### src/design/sfa_pkg.sv
// Shared types, widths, register codes and reciprocal table for the spectrum frame averager.
package sfa_pkg;

   localparam int HALF_BINS_DEF      = 512;
   localparam int HISTORY_FRAMES_DEF = 4;
   localparam int FIFO_DEPTH_DEF     = 4;

   localparam int SAMPLE_W    = 16;
   localparam int BIN_OUT_W   = 9;
   localparam int SMOOTH_W    = 3;
   localparam int LOW_W       = 9;
   localparam int HIGH_W      = 10;
   localparam int CENTER_W    = 9;
   localparam int LEVEL_W     = 16;
   localparam int CSR_INDEX_W = 3;
   localparam int CSR_DATA_W  = 16;

   // at most 2**SMOOTH_W - 1 frames are averaged, so at most this many past terms
   localparam int MAX_TERMS   = (2 ** SMOOTH_W) - 2;
   localparam int SUM_W       = SAMPLE_W + SMOOTH_W;
   localparam int RECIP_SHIFT = 24;
   localparam int RECIP_W     = RECIP_SHIFT + 1;

   localparam logic [CSR_INDEX_W-1:0] CSR_SMOOTHING     = 3'd0;
   localparam logic [CSR_INDEX_W-1:0] CSR_LOW_MARKER    = 3'd1;
   localparam logic [CSR_INDEX_W-1:0] CSR_HIGH_MARKER   = 3'd2;
   localparam logic [CSR_INDEX_W-1:0] CSR_CENTER_MARKER = 3'd3;
   localparam logic [CSR_INDEX_W-1:0] CSR_MARKER_LEVEL  = 3'd4;

   // ceil(2^24 / d); exact floor division for sums below 2^20 and d up to 7
   localparam logic [RECIP_W-1:0] RECIP_TABLE [2 ** SMOOTH_W] = '{
      25'd16777216, 25'd16777216, 25'd8388608, 25'd5592406,
      25'd4194304,  25'd3355444,  25'd2796203, 25'd2396746
   };

   typedef struct packed {
      logic [SAMPLE_W-1:0] sample;
   } req_payload_type;

   typedef struct packed {
      logic [SAMPLE_W-1:0]  average;
      logic                 segment;
      logic [BIN_OUT_W-1:0] bin_in_segment;
      logic                 last_in_segment;
   } rsp_payload_type;

   typedef struct packed {
      logic [SMOOTH_W-1:0] smoothing;   // already clamped to 1..HISTORY_FRAMES
      logic [RECIP_W-1:0]  recip;
      logic [LOW_W-1:0]    low_marker_bin;
      logic [HIGH_W-1:0]   high_marker_bin;
      logic [CENTER_W-1:0] center_marker_bin;
      logic [LEVEL_W-1:0]  marker_level;
   } cfg_type;

   typedef struct packed {
      logic [SAMPLE_W-1:0]  sample;
      logic                 segment;
      logic [BIN_OUT_W-1:0] bin_in_segment;
      logic                 last_in_segment;
      logic                 marked;
      logic [SMOOTH_W-1:0]  depth;        // number of past frames that enter the sum
   } item_type;

   localparam cfg_type CFG_RESET = '{
      smoothing:         3'd1,
      recip:             RECIP_TABLE[1],
      low_marker_bin:    9'd0,
      high_marker_bin:   10'd512,
      center_marker_bin: 9'd256,
      marker_level:      16'hFFFF
   };

endpackage

### src/design/sfa_csr.sv
// Configuration registers with smoothing clamp and reciprocal lookup at write time.
module sfa_csr import sfa_pkg::*; #(
   parameter int HISTORY_FRAMES = HISTORY_FRAMES_DEF
) (
   input  logic                   clock,
   input  logic                   reset,
   input  logic                   csr_write_en,
   input  logic [CSR_INDEX_W-1:0] csr_index,
   input  logic [CSR_DATA_W-1:0]  csr_write_data,
   output cfg_type                cfg
);

   cfg_type             cfg_ff;
   cfg_type             cfg_in;
   logic [SMOOTH_W-1:0] raw_smoothing;
   logic [SMOOTH_W-1:0] eff_smoothing;

   assign raw_smoothing = csr_write_data[SMOOTH_W-1:0];

   always_comb begin
      if (raw_smoothing == '0) begin
         eff_smoothing = SMOOTH_W'(1);
      end else if (32'(raw_smoothing) > HISTORY_FRAMES) begin
         eff_smoothing = SMOOTH_W'(HISTORY_FRAMES);
      end else begin
         eff_smoothing = raw_smoothing;
      end
   end

   always_comb begin
      cfg_in = cfg_ff;
      if (csr_write_en) begin
         unique case (csr_index)
            CSR_SMOOTHING: begin
               cfg_in.smoothing = eff_smoothing;
               cfg_in.recip     = RECIP_TABLE[eff_smoothing];
            end
            CSR_LOW_MARKER:    cfg_in.low_marker_bin    = csr_write_data[LOW_W-1:0];
            CSR_HIGH_MARKER:   cfg_in.high_marker_bin   = csr_write_data[HIGH_W-1:0];
            CSR_CENTER_MARKER: cfg_in.center_marker_bin = csr_write_data[CENTER_W-1:0];
            CSR_MARKER_LEVEL:  cfg_in.marker_level      = csr_write_data[LEVEL_W-1:0];
            default: ;
         endcase
      end
   end

   always_ff @(posedge clock) begin
      if (reset) begin
         cfg_ff <= CFG_RESET;
      end else begin
         cfg_ff <= cfg_in;
      end
   end

   assign cfg = cfg_ff;

endmodule

### config.mk
export PLATFORM = sky130hd
export DESIGN_NAME = sfa_csr
export DESIGN_NICKNAME = d
export VERILOG_FILES = /design/src/design/sfa_pkg.sv /design/src/design/sfa_csr.sv
export SDC_FILE = /design/constraint.sdc
export NUM_CORES = 1
export LEC_CHECK = 0
export BUFFER_PORTS_ARGS = -buffer_cell sky130_fd_sc_hd__buf_2
export CORE_ASPECT_RATIO = 1.1
export CORE_MARGIN = 10
export CORE_UTILIZATION = 40
export DETAILED_ROUTE_END_ITERATION = 10
export PLACE_DENSITY_LB_ADDON = 0.25
export SLEW_MARGIN = 0
export SYNTH_ARGS = -nofsm -noshare
export SYNTH_HDL_FRONTEND = slang
export SYNTH_SLANG_ARGS = --single-unit
### constraint.sdc
create_clock -name clock -period 2 [get_ports clock]
set_input_delay 0.1 -clock clock [delete_from_list [all_inputs] [get_ports clock]]
set_output_delay 0.1 -clock clock [all_outputs]
set_load 0.02 [all_outputs]
* Yosys cells after proc, flatten, opt, wreduce, memory -nomap -nowiden
Memory sizes are Yosys's and may differ from the RTL's. A register that Yosys moved wholly into a read port is not among the register bits.
Index checks and enable logic that the tools add are counted.
** Operators by class
- Magnitude comparators :: 1
- Equality and inequality tests :: 4
- Mux-type cells :: 2
- Bitwise gates (word level) :: 1
- Reductions and logical operators :: 7
** Operators with widths (count)
- $reduce_and 2->1 :: 5
- $eq 3x2->1 const B :: 2
- $logic_not 3->1 :: 2
- $mux 3 :: 2
- $not 3->4 :: 1
- $eq 3x1->1 const B :: 1
- $eq 3x3->1 const B :: 1
- $gt 3x3->1 const B :: 1
** Word-level totals
- Flip-flop bits (word level) :: 47
- ROM bits :: 200
- Bits of input ports :: 22
- Output and inout bits :: 72
- Word-level logic and storage cells :: 21
- Memories :: 1
** Memory list
- (name not given) :: words 8, width 25, read ports 1, clocked after Yosys merged registers in 1, wr ports 0, line sfa_csr.sv:36 : cfg_in.recip = RECIP_TABLE[eff_smoothing];

* Logic depth before layout (Yosys ltp)
Gate-level depths: netlist of run 1.
- Word-level depth :: 4
- Mapped depth :: 6
- Mapped depth without buffers :: 6

* Worst setup path before layout of run 1
No wires, ideal clock.
- Path kind :: input -> register
- From :: in csr_index[0]
- To :: reg cfg_ff (netlist bit cfg[69])
- Arrival time :: 1.133 ns
- Required time :: 1.880 ns
- Slack :: 0.747 ns
- Stages on the path :: 4
- Cells stage by stage :: or4b_1 -> buf_2 -> and2_0 -> a211o_1
** On the way
- Longest elaborated chain between the ends :: 2
** RTL lines
- from (decl) :: line sfa_csr.sv:8 : input logic [CSR_INDEX_W-1:0] csr_index,
- $logic_not 3->1 :: line sfa_csr.sv:33 : unique case (csr_index)
- $reduce_and 2->1 (no source line)
- to (signal assigned) :: line sfa_csr.sv:51 : cfg_ff <= cfg_in;
- to (decl) :: line sfa_csr.sv:13 : cfg_type cfg_ff;
No other way between the ends.
A chain may end at the register's enable or synchronous reset.

* Final worst setup path of run 1
- From :: in csr_index[1]
- To :: reg cfg_ff (netlist bit cfg[11])
** On the way
- Longest elaborated chain between the ends :: 2
** RTL lines (line)
- $eq 3x3->1 :: sfa_csr.sv:33
- $reduce_and 2->1 (no source line)
No other way between the ends.

==> results of run 1 <==
==> power breakdown <==
| part | internal (mW) | total [mW] | switching, mW |
|---|---|---|---|
| logic | 0.0879 | 0.231 | 0.144 |
| registers | 1.20 | 1.22 | 0.0127 |
| clock network | 0.768 | 1.22 | 0.452 |
==> repair_timing <==
item | CTS | global route
hold buffers | 7 | 0
endpoints found under the hold margin | 8 | 0
endpoints found under the setup margin | 0 | 0
gates resized for setup | 0 | 0
==> how the worst min path moves through the flow <==
stage                                  start  endpoint  slack, ns
after floorplan            csr_write_data[0]    cfg[0]       0.22
after global placement    csr_write_data[10]   cfg[10]       0.30
after detailed placement  csr_write_data[11]   cfg[11]       0.31
after CTS                  csr_write_data[4]    cfg[4]      0.005
after global routing       csr_write_data[4]    cfg[4]       0.02
final                      csr_write_data[4]    cfg[4]       0.02
==> worst reg2reg max path, delay by kind of cell, from the launching register on <==
family	cells	cell delay, ns
AOI/OAI and AO/OA	1	0.28
DFF	1	0.33
and+or+nand+nor	1	0.13
==> layout by cell type, fill, tap and decap left out, types with 3 or more instances in the layout <==
cell / instances
a211o_1: 18
a21oi_1: 37
buf_2: 93
buf_4: 6
clkbuf_8: 11
dfxtp_1: 59
dlygate4sd3_1: 7
ha_1: 4
inv_1: 3
nand2_1: 66
nor2_1: 4
nor2b_1: 17
nor3_1: 7
==> through the flow <==
step	setup slack (ns)	hold slack (ns)
after floorplan	0.7470	0.2179
after global placement	0.5116	0.3014
after detailed placement	0.5025	0.3055
after CTS	0.8594	0.004919
after global routing	0.7502	0.02018
final	0.8323	0.02066
==> cells in the mapped netlist (3+ instances only) <==
cell type	instances
nand2_1	66
dfxtp_1	59
a21oi_1	37
a211o_1	18
nor2b_1	17
clkbuf_1	14
buf_4	13
nor3_1	7
buf_2	5
ha_1	4
nor2_1	4
inv_1	3
==> cell type report <==
type | count | area (sq um)
Inverter | 3 | 11.26
Tap cell | 77 | 96.34
Clock buffer | 12 | 155.1
Multi-Input combinational cell | 171 | 962.2
Clock inverter | 4 | 72.57
Timing Repair Buffer | 106 | 580.6
Fill cell | 565 | 2638
Sequential cell | 59 | 1181
==> layer usage <==
metal | vias to the layer above | track usage
li1 | 1050 | -
met2 | 72 | 0.2201
met1 | 948 | 0.1495
met5 | - | 0
met3 | 5 | 0.06940
met4 | 0 | 0.06413
==> cells by family after synthesis <==
| group | count (synthesis) |
|---|---|
| AOI/OAI and AO/OA | 57 |
| adders and majority gates | 4 |
| buffers and inverters | 35 |
| DFF | 59 |
| and+or+nand+nor | 110 |
==> flow_metrics.tcl, run 1 <==
set metrics [dict create \
    hold_depth 2 \
    fin_skew_ns 0 \
    synthAdderAreaFrac 0.02160 \
    cp.arrival_ns 1.39 \
    wl_met1_um 2597 \
    power.density_nw_per_um2 871.9 \
    seq_area_frac_synth 0.5097 \
    die_w_um 92.57 \
    die_height_um 99.83 \
    synth_largest_area_cell "dfxtp_1" \
    insertion_delay_ns 0.33 \
    cts_tree "yes" \
    ys_seq_elements 59 \
    cpPeakStageDelay_ns 0.71 \
    worstHoldPathType "input pin to flop" \
    vdd_ir_drop_max_v 0.0005124 \
    finalMaxSlewViolations 0 \
    fin_crit_sh 0.5838 \
    route.met3.wl_um 636 \
    grt_max_degree 33 \
    die_area_sq_um 9241 \
    numPortBuffers 93 \
    highest_layer "met4" \
    route.detailed.wl_per_inst_um 14.66 \
    antenna_found_initial 0 \
    p_leak_nw 1.299 \
    synth.top_cell.area_share 0.5097 \
    antenna_cells 0 \
    fin_area_sq_um 3059 \
    post_cts.repair.setup_buffers 0 \
    cp.depth 4 \
    synth-xor-area-share 0 \
    dr.pass1.iters 4 \
    crit_start "csr_index[1]" \
    status "complete, no violations" \
    avgSynthCellArea_sq_um 8.744 \
    grtUsageTotal 0.1377 \
    clock-sinks 59 \
    dpl_cell_area_sq_um 2761 \
    num_rows 29 \
    avgViaCountPerCell 4.803 \
    cp_max_fo 32 \
    drc 0 \
    synthArstFlopShare 0 \
    final_hold_viol_count 0 \
    fmax_mhz 856.4 \
    cp.required_ns 2.22 \
    crit_chain "buf_2 > and4bb_2 > nor2b_1 > a211o_1" \
    root_buffer "clkbuf_8" \
    core_area_sq_um 5697 \
    drtIter0Drc 111 \
    dpl.hpwl_um 4660 \
    synth-compound-area-share 0.1544 \
    crit_end "cfg[11]" \
    synth-simple-area-share 0.2338 \
    r2r_slack_ns 1.16 \
    dp.cells 409 \
    yosys_warnings 0 \
    synth.area.mux_share 0 \
    tightest_slew_ns 0.6017 \
    syn_inst 265 \
    vias 2075 \
    synth_area_leaders "dfxtp_1 51%, nand2_1 11%, a21oi_1 8.0%, a211o_1 6.8%, nor2b_1 4.6%" \
    slew_headroom 0.5988 \
    overflow 0 \
    reg2reg_to "cfg[2]" \
    r2r_start "cfg[2]" \
    gp_congestion 0.7732 \
    grt_pass1_wl_um 10150 \
    synth.distinct_cells 25 \
    area_delta_synth_final_pct 32.02 \
    met2_length_um 3050 \
    initial_core_util 0.4068 \
    path_class "input pin to flop" \
    final_cell_count_no_fill 432 \
    cp-end-kind "flop" \
    start_kind "input pin" \
    grt_pass1_vias 2075 \
    period_needed_ns 1.168 \
    io_pins 94 \
    routed_wl_um 6333 \
    synth_top_family_by_area "simple AND/OR/NAND/NOR gates" \
    ant_nets 0 \
    syn_nets 291 \
    htreeDepth 3 \
    nets 376 \
    crit_family "simple AND/OR/NAND/NOR gates" \
    cp_num_buf_inv 1 \
    max-clock-path-buffers 2 \
    largest_reg_flops 59 \
    ys.flop_type "dfxtp_1" \
    setup_violations 0 \
    drv_cap 0 \
    path_clk_slew_ns 0.06 \
    cp_slowest_cell "and4bb_2" \
    rsz0062_at_grt "false" \
    layout-drive-gt1-share 0.3296 \
    synth-edff-count 0 \
    tns_ns 0 \
    netlist_area_sq_um 2317 \
    final_util 0.5370 \
    reg2regPathDepth 2 \
    numCtsBuffers 9 \
    p_total_mw 2.667 \
]
(Power assumes the default switching activity.)
==> inputs of run 2 (changes only) <==
==> constraint.sdc (replaced) <==
create_clock -name clock -period 1.07 [get_ports clock]
set_input_delay 0.0535 -clock clock [delete_from_list [all_inputs] [get_ports clock]]
set_output_delay 0.0535 -clock clock [all_outputs]
set_load 0.02 [all_outputs]
==> flow_metrics.tcl, run 2 (same netlist as run 1, synthesis figures left out) <==
set metrics [dict create \
    finalMaxSlewViolations 0 \
    clock-sinks 59 \
    route.detailed.wl_per_inst_um 14.57 \
    post_cts.repair.setup_buffers 0 \
    crit_family "flip-flops" \
    fillers 545 \
    path_class "flop to output pin" \
    vdd_ir_drop_max_v 0.0008663 \
    io_pins 94 \
    drtIter0Drc 96 \
    gp_congestion 0.7709 \
    numCtsBuffers 9 \
    path_clk_slew_ns 0.07 \
    fin_worst_hold_slack_ns 0.07535 \
    vias 2208 \
    cp.arrival_ns 0.90 \
    die_height_um 99.83 \
    insertion_delay_ns 0.33 \
    mostFrequentLayoutCell "buf_2" \
    die_area_sq_um 9241 \
    layout_common_cells "93 x buf_2, 66 x nand2_1, 59 x dfxtp_1" \
    min-delay-start "csr_write_data[0]" \
    area.sequential_sq_um 1181 \
    antenna_cells 0 \
    nets 404 \
    numPortBuffers 93 \
    htreeDepth 3 \
    routed_wl_um 6704 \
    dpl.hpwl_um 4952 \
    max-clock-path-buffers 2 \
    area_delta_synth_final_pct 41.63 \
    drv_cap 0 \
    cp-end-kind "output pin" \
    multiInputGateArea_sq_um 968.4 \
    fmax_mhz 1046 \
    largest_reg_flops 59 \
    cp_slowest_cell "dfxtp_1" \
    grt_pass1_vias 2163 \
    cp.required_ns 1.02 \
    status "complete, no violations" \
    grt_pass1_wl_um 10680 \
    r2r_start "cfg[13]" \
    rsz0062_at_grt "false" \
    final_hold_viol_count 0 \
    cp_max_fo 6 \
    power.density_nw_per_um2 1461 \
    cts_tree "yes" \
    period_needed_ns 0.9561 \
    drc 0 \
    p_leak_nw 1.426 \
    tightest_slew_ns 0.2676 \
    grt_max_degree 39 \
    worstHoldPathType "input pin to flop" \
    start_kind "flop" \
    ant_nets 0 \
    dr.pass1.iters 4 \
    crit_chain "buf_2" \
    cpPeakStageDelay_ns 0.38 \
    core_area_sq_um 5697 \
    num_rows 29 \
    fin_crit_sh 0.8936 \
    slew_headroom 0.8192 \
    antenna_found_initial 0 \
    avgViaCountPerCell 4.800 \
    final_cell_count_no_fill 460 \
    cp_num_buf_inv 1 \
    dp.cells 431 \
    initial_core_util 0.4068 \
    layout-drive-gt1-share 0.3681 \
    die_w_um 92.57 \
    grtUsageTotal 0.1455 \
    root_buffer "clkbuf_8" \
    overflow 0 \
    crit_start "cfg[52]" \
    fin_skew_ns 0 \
    setup_violations 0 \
]
## run 2: changes by cell type in the layout (fill, tap and decap cells not counted)
cell           change
buf_12             +2
or4b_1             -1
buf_4             +20
bufinv_16          -1
or4b_4             +1
nor2b_2            +1
clkbuf_8           -1
nor2b_1            -1
dlygate4sd3_1      +6
clkinv_2           +2
## run 2: per-stage QoR
stage	cell area [sq um]	setup TNS (ns)	power (mW)	utilization	worst slack, ns
floorplan	2337	-0.2782	2.576	-	-0.09595
global placement	2955	-1.936	2.795	0.5188	-0.1748
detailed placement	2955	-2.672	2.804	0.5188	-0.1931
CTS	3279	0	4.846	0.5757	0.09269
global route	3282	0	5.004	0.5761	0.05049
finish	3282	0	4.793	0.5761	0.1139
## run 2: final timing paths
check / endpoint / slack, ns / cells after the start
worst max register to register: cfg[13] / 0.24 / 2
worst min register to register: cfg[45] / 0.45 / 2
worst min-delay path: cfg[0] / 0.08 / 3
worst max-delay path: cfg[64] / 0.11 / 1
## run 2: where the power goes
part | leakage [nW] | switching, mW | internal [mW]
sequential | 0.479 | 0.0241 | 2.25
clock | 0.0991 | 0.880 | 1.13
combinational | 0.849 | 0.286 | 0.228
## run 2: cell type report
cell class                      count  area share
Inverter                            3    0.003431
Multi-Input combinational cell    171      0.2951
Tap cell                           77     0.02936
Clock inverter                      5     0.01601
Sequential cell                    59      0.3599
Timing Repair Buffer              134      0.2531
Clock buffer                       11     0.04308
## run 2: metal layers
layer,GRT usage,up-vias,part of all wire
li1,-,1105,-
met1,0.1466,1015,0.39
met2,0.2495,74,0.49
met3,0.06940,14,0.093
met4,0.06770,0,0.019
met5,0,-,0
## run 2: what timing repair did
| item | in CTS | in global routing |
|---|---|---|
| gates resized for setup | 0 | 1 |
| endpoints found under the hold margin | 26 | 0 |
| setup endpoints to repair | 0 | 3 |
| hold buffers | 13 | 0 |
