--- config.mk ---
export PLATFORM = sky130hd
export DESIGN_NAME = sfa_fifo
export DESIGN_NICKNAME = d
export VERILOG_FILES = /design/src/design/sfa_pkg.sv /design/src/design/sfa_fifo.sv
export SDC_FILE = /design/constraint.sdc
export NUM_CORES = 1
export LEC_CHECK = 0
export BUFFER_PORTS_ARGS = -buffer_cell sky130_fd_sc_hd__buf_2
export CAP_MARGIN = 15
export CORE_MARGIN = 2
export CORE_UTILIZATION = 40
export CTS_BUF_LIST = sky130_fd_sc_hd__clkbuf_8 sky130_fd_sc_hd__clkbuf_16
export DETAILED_ROUTE_END_ITERATION = 7
export PLACE_DENSITY_LB_ADDON = 0.2
export SYNTH_ARGS = -nofsm -noshare
export SYNTH_HDL_FRONTEND = slang
export SYNTH_SLANG_ARGS = --single-unit
--- constraint.sdc ---
create_clock -name clock -period 2 [get_ports clock]
set_input_delay 0.4 -clock clock [delete_from_list [all_inputs] [get_ports clock]]
set_output_delay 0.4 -clock clock [all_outputs]
set_load 0.02 [all_outputs]
--- src/design/sfa_pkg.sv ---
// Shared types, widths, register codes and reciprocal table for the spectrum frame averager.
package sfa_pkg;

   localparam int HALF_BINS_DEF      = 512;
   localparam int HISTORY_FRAMES_DEF = 4;
   localparam int FIFO_DEPTH_DEF     = 4;

   localparam int SAMPLE_W    = 16;
   localparam int BIN_OUT_W   = 9;
   localparam int SMOOTH_W    = 3;
   localparam int LOW_W       = 9;
   localparam int HIGH_W      = 10;
   localparam int CENTER_W    = 9;
   localparam int LEVEL_W     = 16;
   localparam int CSR_INDEX_W = 3;
   localparam int CSR_DATA_W  = 16;

   // at most 2**SMOOTH_W - 1 frames are averaged, so at most this many past terms
   localparam int MAX_TERMS   = (2 ** SMOOTH_W) - 2;
   localparam int SUM_W       = SAMPLE_W + SMOOTH_W;
   localparam int RECIP_SHIFT = 24;
   localparam int RECIP_W     = RECIP_SHIFT + 1;

   localparam logic [CSR_INDEX_W-1:0] CSR_SMOOTHING     = 3'd0;
   localparam logic [CSR_INDEX_W-1:0] CSR_LOW_MARKER    = 3'd1;
   localparam logic [CSR_INDEX_W-1:0] CSR_HIGH_MARKER   = 3'd2;
   localparam logic [CSR_INDEX_W-1:0] CSR_CENTER_MARKER = 3'd3;
   localparam logic [CSR_INDEX_W-1:0] CSR_MARKER_LEVEL  = 3'd4;

   // ceil(2^24 / d); exact floor division for sums below 2^20 and d up to 7
   localparam logic [RECIP_W-1:0] RECIP_TABLE [2 ** SMOOTH_W] = '{
      25'd16777216, 25'd16777216, 25'd8388608, 25'd5592406,
      25'd4194304,  25'd3355444,  25'd2796203, 25'd2396746
   };

   typedef struct packed {
      logic [SAMPLE_W-1:0] sample;
   } req_payload_type;

   typedef struct packed {
      logic [SAMPLE_W-1:0]  average;
      logic                 segment;
      logic [BIN_OUT_W-1:0] bin_in_segment;
      logic                 last_in_segment;
   } rsp_payload_type;

   typedef struct packed {
      logic [SMOOTH_W-1:0] smoothing;   // already clamped to 1..HISTORY_FRAMES
      logic [RECIP_W-1:0]  recip;
      logic [LOW_W-1:0]    low_marker_bin;
      logic [HIGH_W-1:0]   high_marker_bin;
      logic [CENTER_W-1:0] center_marker_bin;
      logic [LEVEL_W-1:0]  marker_level;
   } cfg_type;

   typedef struct packed {
      logic [SAMPLE_W-1:0]  sample;
      logic                 segment;
      logic [BIN_OUT_W-1:0] bin_in_segment;
      logic                 last_in_segment;
      logic                 marked;
      logic [SMOOTH_W-1:0]  depth;        // number of past frames that enter the sum
   } item_type;

   localparam cfg_type CFG_RESET = '{
      smoothing:         3'd1,
      recip:             RECIP_TABLE[1],
      low_marker_bin:    9'd0,
      high_marker_bin:   10'd512,
      center_marker_bin: 9'd256,
      marker_level:      16'hFFFF
   };

endpackage

--- src/design/sfa_fifo.sv ---
// Small queue between front and back end.
module sfa_fifo import sfa_pkg::*; #(
   parameter int DEPTH   = FIFO_DEPTH_DEF,
   parameter int DATA_W  = 8,
   localparam int PTR_W  = (DEPTH > 1) ? $clog2(DEPTH) : 1,
   localparam int CNT_W  = $clog2(DEPTH + 1)
) (
   input  logic              clock,
   input  logic              reset,
   input  logic              push_valid,
   input  logic [DATA_W-1:0] push_data,
   output logic              push_ready,
   output logic              pop_valid,
   output logic [DATA_W-1:0] pop_data,
   input  logic              pop_ready
);

   logic [DATA_W-1:0] store_ff [DEPTH];
   logic [PTR_W-1:0]  wr_ptr_ff, wr_ptr_in;
   logic [PTR_W-1:0]  rd_ptr_ff, rd_ptr_in;
   logic [CNT_W-1:0]  count_ff, count_in;
   logic              push;
   logic              pop;

   assign push_ready = (count_ff != CNT_W'(DEPTH));
   assign pop_valid  = (count_ff != '0);
   assign pop_data   = store_ff[rd_ptr_ff];
   assign push       = push_valid && push_ready;
   assign pop        = pop_valid && pop_ready;

   always_comb begin
      wr_ptr_in = wr_ptr_ff;
      rd_ptr_in = rd_ptr_ff;
      count_in  = count_ff;
      if (push) begin
         wr_ptr_in = (wr_ptr_ff == PTR_W'(DEPTH - 1)) ? '0 : wr_ptr_ff + PTR_W'(1);
      end
      if (pop) begin
         rd_ptr_in = (rd_ptr_ff == PTR_W'(DEPTH - 1)) ? '0 : rd_ptr_ff + PTR_W'(1);
      end
      if (push && !pop) begin
         count_in = count_ff + CNT_W'(1);
      end else if (pop && !push) begin
         count_in = count_ff - CNT_W'(1);
      end
   end

   always_ff @(posedge clock) begin
      if (push) begin
         store_ff[wr_ptr_ff] <= push_data;
      end
   end

   always_ff @(posedge clock) begin
      if (reset) begin
         wr_ptr_ff <= '0;
         rd_ptr_ff <= '0;
         count_ff  <= '0;
      end else begin
         wr_ptr_ff <= wr_ptr_in;
         rd_ptr_ff <= rd_ptr_in;
         count_ff  <= count_in;
      end
   end

   a_count_bound: assert property (@(posedge clock) disable iff (reset)
      32'(count_ff) <= DEPTH)
      else $error("queue count beyond depth");

endmodule

Yosys cells after proc, flatten, opt, wreduce, memory -nomap -nowiden. Memories as Yosys holds them, arrays and structs flattened. A register that Yosys moved wholly into a read port is not among the register bits. Index checks and enable logic that the tools add are counted.

Output and inout port bits: 10. Input port bits: 12. Memory bits (read-only): 0. Memory bits (writable): 32. Memories: 1. Register bits: 7. Word-level logic and storage cells: 27. Latch bits: 0.

Eq/ne operators: 3. Shift-type cells: 0. Multiplexer cells: 8. $lt $le $gt $ge: 0. $mul: 0. Divide/modulo/power cells: 0. Add/subtract/negate cells: 4. Reductions and logical operators: 8. Bitwise operators: 0.

Memories: store_ff (depth 4, width 8, read ports 1, clocked after Yosys merged registers in 1, wr ports 1, RTL line sfa_fifo.sv:18) `logic [DATA_W-1:0] store_ff [DEPTH];`.

Operators by type and width (count): $mux 2 (4); $mux 3 (2); $add 2x1->2 const B (2); $eq 2x2->1 const B (2); $logic_and 1x1->1 (4); $add 3x1->3 const B (1); $ne 3x3->1 const B (1); $reduce_bool 3->1 (1); $sub 3x1->3 const B (1); $logic_not 1->1 (2); $mux 1 (2); $reduce_bool 2->1 (1).

Longest topological paths before layout. Gate-level depths: netlist of run 1.

Word-level depth: 6. Depth in mapped cells: 9. Depth with buffers taken out: 8.

Worst setup path before layout of run 1. OpenSTA, ideal clock, no wires.

Kind: flip-flop to flip-flop. From: register count_ff[0]. To: register count_ff[2]. Setup slack: -221 ps. Cell stages (with the launch flop): 10. Library setup time: 70 ps. Path buffers: 1. Required time: 1930 ps. Arrival time: 2151 ps. Cell sequence: dfxtp_1 > or3b_1 > clkbuf_2 > and2_4 > ha_1 > inv_1 > fa_1 > xor2_1 > or3_2 > a21oi_1.

Word-level cells in the longest chain between the ends: 5.

RTL lines: from (decl) (RTL line sfa_fifo.sv:21) `logic [CNT_W-1:0] count_ff, count_in;`; from (signal assigned) (RTL line sfa_fifo.sv:62) `count_ff <= count_in;`; $ne 3x3->1 * (RTL line sfa_fifo.sv:25) `assign push_ready = (count_ff != CNT_W'(DEPTH));`; net push_ready (RTL line sfa_fifo.sv:12) `output logic push_ready,`; $logic_and 1x1->1 * (RTL line sfa_fifo.sv:28) `assign push = push_valid && push_ready;`; net push (RTL line sfa_fifo.sv:22) `logic push;`; $logic_not 1->1 (RTL line sfa_fifo.sv:43) `end else if (pop && !push) begin`; $logic_and 1x1->1 (RTL line sfa_fifo.sv:43); $reduce_bool 2->1 (no line).

The timed path passes the listed nets; every way through them passes the cells marked *. The select of a mux whose other input is x is not followed. A chain may end at the register's enable or synchronous reset.

Final worst setup path of run 1.
From: register count_ff[2]. To: register count_ff[2].

Word-level cells in the longest chain between the ends: 5.

RTL lines (RTL line): $ne 3x3->1 * (sfa_fifo.sv:25); $logic_and 1x1->1 * (sfa_fifo.sv:28); net push (sfa_fifo.sv:22); $logic_not 1->1 (sfa_fifo.sv:43); $logic_and 1x1->1 (sfa_fifo.sv:43); $reduce_bool 2->1 (no line).

Marked as above.

==> results of run 1 <==
[final cells by class]
cell class	count	area, um^2
Fill cell	350	2031
Sequential cell	41	1151
Multi-Input combinational cell	42	500.5
Timing Repair Buffer	25	135.1
Clock buffer	5	68.82
Tap cell	50	62.56
Clock inverter	3	11.26
Inverter	3	11.26
[power by group]
part	switching (uW)	internal [uW]
clock	248	232
combinational	400	399
sequential	102	1060
total	750	1690
[worst paths after layout]
path,end,slack [ns],startpoint
worst min register to register,flip-flop,0.51,rd_ptr_ff[0]$_SDFFE_PP0P_
worst max register to register,count_ff[2]$_SDFFE_PP0P_,0.06,count_ff[2]$_SDFFE_PP0P_
worst min-delay path,store_ff[2][1]$_DFFE_PP_,0.33,push_data[1]
worst max-delay path,count_ff[2]$_SDFFE_PP0P_,0.06,count_ff[2]$_SDFFE_PP0P_
[worst max-delay path: stages (launching register included)]
cell     delay (ns)
dfxtp_4        0.36
or3b_1         0.19
and2_4         0.18
ha_4           0.15
inv_2          0.04
fa_2           0.35
xor2_1         0.18
or3_4          0.33
a21oi_2        0.11
[cells by family after synthesis]
kind of cell	Yosys count	synth area share [%]
AOI/OAI and AO/OA	5	2.144
xor gates and xnor gates	2	1.072
adders and majority gates	7	5.819
buffers and inverters	7	1.760
DFF	41	69.83
muxes	11	12.86
and+or+nand+nor	17	6.508
[cells in the mapped netlist, drive strengths merged]
| cell type | n | share of area [%] |
|---|---|---|
| and3 | 4 | 1.8 |
| nor3 | 1 | 0.31 |
| nand3 | 1 | 0.31 |
| fa | 1 | 1.2 |
| a21oi | 2 | 0.61 |
| o31ai | 2 | 1.2 |
| xor2 | 2 | 1.1 |
| inv | 3 | 0.69 |
| nand2b | 2 | 0.77 |
| or3b | 1 | 0.54 |
| or3 | 3 | 1.3 |
| ha | 6 | 4.6 |
| and2 | 1 | 0.54 |
| clkbuf | 2 | 0.54 |
| nand2 | 1 | 0.23 |
| o21ai | 1 | 0.31 |
| edfxtp | 32 | 59 |
| buf | 2 | 0.54 |
| mux2i | 3 | 1.8 |
| mux4 | 8 | 11 |
| dfxtp | 9 | 11 |
| nor2 | 3 | 0.69 |
[per-layer routing]
metal | vias up | part of all wire, % | GRT usage (%)
met5 | - | 0 | 0
met4 | 0 | 2.3 | 7.500
met3 | 6 | 4.9 | 4.441
met2 | 19 | 51 | 21.08
met1 | 418 | 42 | 15.42
li1 | 400 | - | -
[per-stage QoR]
stage,instance area [um^2],util (%)
after floorplan,1673,-
after global placement,1844,46.44
after detailed placement,1844,46.44
after CTS,1926,48.49
after global routing,1941,48.87
final,1941,48.87
[flip-flops by register name, indices dropped and copies added, names as in the netlist, named ones only]
signal / cells
rd_ptr_ff: 2
count_ff: 3
wr_ptr_ff: 2
store_ff: 32
==> flow_summary.yaml, run 1 <==
run_status:
  status: "finished, final reports clean"
logic_synthesis:
  ys_warn_count: 0
  synth_seq_cells: 41
  synthDistinctLibCells: 26
  synth_area_um2: 1634
  postSynthCellCount: 90
  syn_nets: 109
  ys_seq_area_share_pct: 69.83
  syn_area_per_cell_um2: 18.16
run:
  maxCapViolations: 0
sta:
  fin_skew_ns: 0.004301
  finalCritPeriodShare_pct: 97.20
  worstMarginPinSlew_ns: 0.4047
  finalHoldViolations: 0
  slew_viol_final: 0
  min_period_ns: 1.944
  setup_viol: 0
  slew_headroom_pct: 72.98
  rsz0062_at_grt: "true"
  hold_slack_ns: 0.3295
  max_freq_mhz: 514.4
  setup_tns_ns: 0
  timing.final.ws_setup_ns: 0.05591
detailed_routing:
  post-route-drc-count: 0
  wire_per_inst_um: 15.64
  antenna_left: 0
  drt_first_iter_violations: 31
  dr.pass1.iters: 4
  drt_wl_total_um: 2644
  routed_via_density: 4.988
  vias: 843
placement:
  place_inst: 161
  pre_cts_slack_ns: 0.03524
  io_buffers: 21
  hpwl_um: 1925
  finalWeightedCongestion: 0.7132
finish:
  areaGrowthSynthToFinish_pct: 18.76
  layout_commonest_cell: "edfxtp_1"
  final_layout_size_suffix_gt1_share_pct: 46.22
  antenna_cells: 0
  nets: 137
  layout_common_cells: "edfxtp_1 (32), buf_2 (21), mux4_2 (8)"
  layoutNonFillerInstCount: 169
critical_path:
  cp_max_fo: 5
  worstSetupStartpointType: "flip-flop"
  path_class: "flip-flop to flip-flop"
  crit_arrival_ns: 2.16
  cp.required_ns: 2.22
  reg2regPathDepth: 8
  end_kind: "flip-flop"
global_routing:
  grt_pass1_vias: 842
  grt_first_pass_wirelength_um: 4077
  antenna_found_initial: 0
  grtUsageTotal_pct: 13.12
  grt_overflow: 0
  grt_max_degree: 13
power_and_ir_drop:
  power.density_nw_per_um2: 1260
  fin_total_pwr_uw: 2444
  vdd.ir_drop.worst_mv: 0.8133
  power_leakage_uw: 0.0007138
clock_tree:
  cts_resized: 1
  cts_root_buffer: "clkbuf_8"
  cts.sinks: 41
  clk_pin_slew_ns: 0.07
  cts_setup_buffers: 0
  cts_tree: "done"
  cts_max_path_buffers: 2
  htreeDepth: 2
  numCtsBuffers: 5
  holdBufCountCts: 0
  clk_latency_ns: 0.29
worst_hold_path:
  whs_path_depth: 1
  hold_class: "input port to flip-flop"
floorplanning:
  boundaryPins: 22
  start_util_pct: 41.15
  die_area_um2: 4612
  coreArea_um2: 3971
  fp-row-count: 23
  die_w_um: 67.92
  die_y_um: 67.92
Power figures use the tool's default switching activity.
==> inputs of run 2 (changes only) <==
CORE_ASPECT_RATIO = 1.25   (was not set)
GPL_TIMING_DRIVEN = 0   (was not set)
==> flow_summary.yaml, run 2 (synthesis gave the netlist of run 1 again) <==
sta:
  setup_viol: 0
  slew_viol_final: 0
  max_freq_mhz: 509.4
  worstMarginPinSlew_ns: 0.4191
  finalCritPeriodShare_pct: 98.15
  min_period_ns: 1.963
  rsz0062_at_grt: "true"
  slew_headroom_pct: 72.06
  fin_skew_ns: 0.007175
  timing.final.ws_setup_ns: 0.03696
  finalHoldViolations: 0
global_routing:
  grt_first_pass_wirelength_um: 3988
  grtUsageTotal_pct: 12.95
  antenna_found_initial: 0
  grt_overflow: 0
  grt_max_degree: 14
  grt_pass1_vias: 867
critical_path:
  reg2regPathDepth: 8
  worstSetupStartpointType: "flip-flop"
  critPathBufInv: 1
  cp.required_ns: 2.22
  cp_max_fo: 5
  crit_arrival_ns: 2.18
  r2r-start: "count_ff[2]$_SDFFE_PP0P_"
  timing.rr.end: "count_ff[2]$_SDFFE_PP0P_"
  path_cells: "or3b_4 > and2_4 > ha_4 > inv_2 > fa_2 > xor2_2 > or3_4 > a21oi_2"
  cpMaxStageDelayCell: "dfxtp_4"
  slowest_delay_ns: 0.37
  path_class: "flip-flop to flip-flop"
  critPathTopFamily: "simple AND/OR/NAND/NOR gates"
  end_kind: "flip-flop"
  rrSetupSlack_ns: 0.04
placement:
  finalWeightedCongestion: 0.6628
  io_buffers: 20
  place_inst: 166
  pre_cts_slack_ns: -0.1077
  hpwl_um: 1754
  dpl_cell_area_um2: 1843
worst_hold_path:
  hold_path_end: "store_ff[2][1]$_DFFE_PP_"
  whs_path_depth: 1
  worstHoldStart: "push_data[1]"
  hold_class: "input port to flip-flop"
detailed_routing:
  antenna_left: 0
  dr.pass1.iters: 4
  wire_per_inst_um: 14.60
  vias: 852
  post-route-drc-count: 0
  drt_first_iter_violations: 28
  routed_via_density: 4.814
  drt_wl_total_um: 2584
finish:
  antenna_cells: 0
  fill_cells: 348
  fin_area_um2: 1983
  largest_register_ff_count: 32
  areaGrowthSynthToFinish_pct: 21.36
  nets: 139
  layoutNonFillerInstCount: 177
  final_layout_size_suffix_gt1_share_pct: 48.76
  regMostFlops: "store_ff"
  final_util_pct: 49.56
  layout_commonest_cell: "edfxtp_1"
  reg.largest.list: "store_ff x32, count_ff x3"
  layout_common_cells: "edfxtp_1 (32), buf_2 (20), mux4_2 (8), dfxtp_1 (6)"
clock_tree:
  clk_latency_ns: 0.29
  cts_max_path_buffers: 2
  cts_tree: "done"
  numCtsBuffers: 5
  cts_root_buffer: "clkbuf_8"
  clk_pin_slew_ns: 0.08
  cts.sinks: 41
  htreeDepth: 2
run:
  maxCapViolations: 0
floorplanning:
  die_y_um: 75.46
  die_area_um2: 4616
  boundaryPins: 22
  coreArea_um2: 4001
  start_util_pct: 40.84
  die_w_um: 61.17
  fp-row-count: 26
power_and_ir_drop:
  vdd.ir_drop.worst_mv: 0.7247
  fin_total_pwr_uw: 2531
  power_leakage_uw: 0.0007216
  power.density_nw_per_um2: 1276
run_status:
  status: "finished, final reports clean"
run 2: changes by cell type in the layout (fill, tap and decap cells not counted):
cell      delta
clkbuf_1     +1
buf_6        +1
dfxtp_4      +1
clkinv_2     +1
xor2_2       +1
clkinv_4     +1
or3b_4       +1
inv_1        -2
buf_4        +1
xor2_1       -1
or3b_1       -1
dfxtp_2      -2
dfxtp_1      +1
buf_2        -1
run 2: layout make-up:
type / instances / area, um^2 / share of cell area (%)
flip-flops and latches: 41 / 1152 / 58.11
clock inverters: 3 / 17.52 / 0.8833
repair buffers: 25 / 137.6 / 6.940
clock buffers: 5 / 68.82 / 3.470
plain buffers: 2 / 15.01 / 0.7571
well taps: 56 / 70.07 / 3.533
inverters: 3 / 11.26 / 0.5678
multi-input cells: 42 / 510.5 / 25.74
run 2: how the worst max path moves through the flow:
| stage | start | endpoint | slack, ns | cells after the start |
|---|---|---|---|---|
| final | count_ff[2]$_SDFFE_PP0P_ | count_ff[2]$_SDFFE_PP0P_ | 0.04 | 8 |
| after detailed placement | count_ff[1]$_SDFFE_PP0P_ | count_ff[2]$_SDFFE_PP0P_ | -0.11 | 7 |
| after global routing | count_ff[2]$_SDFFE_PP0P_ | count_ff[2]$_SDFFE_PP0P_ | -0.02 | 8 |
| after floorplan | count_ff[0]$_SDFFE_PP0P_ | count_ff[2]$_SDFFE_PP0P_ | 0.009 | 9 |
| after global placement | count_ff[0]$_SDFFE_PP0P_ | count_ff[2]$_SDFFE_PP0P_ | -0.03 | 9 |
| after CTS | count_ff[1]$_SDFFE_PP0P_ | count_ff[2]$_SDFFE_PP0P_ | 0.008 | 7 |
run 2: report_power, final:
| group | switching, uW | internal [uW] | total (uW) |
|---|---|---|---|
| registers | 80.4 | 1060 | 1140 |
| clock network | 272 | 241 | 513 |
| logic | 435 | 438 | 873 |
run 2: worst register-to-register path, stage by stage (launching register included):
cell and delay [ns]:
dfxtp_4 0.37, or3b_4 0.23, and2_4 0.15, ha_4 0.15, inv_2 0.04, fa_2 0.34, xor2_2 0.16, or3_4 0.33
a21oi_2 0.13
run 2: repair_timing:
item / in CTS / in global routing
pin swaps: 1 / 4
endpoints found under the setup margin: 10 / 5
gates resized for setup: 6 / 2
hold buffers: 0 / 0
setup buffers: 4 / 1
run 2: routing by layer:
layer	GRT usage [%]	up-vias	wire (um)
li1	-	404	-
met1	11.54	422	994
met2	24.35	19	1429
met3	5.093	7	105
met4	6.522	0	55
met5	0	-	0
run 2: through the flow:
step	TNS (ns)	hold WS [ns]
floorplan	0	0.4634
global placement	-0.03823	0.4758
detailed placement	-0.1263	0.4946
CTS	0	0.3163
global route	-0.02231	0.3077
finish	0	0.3245
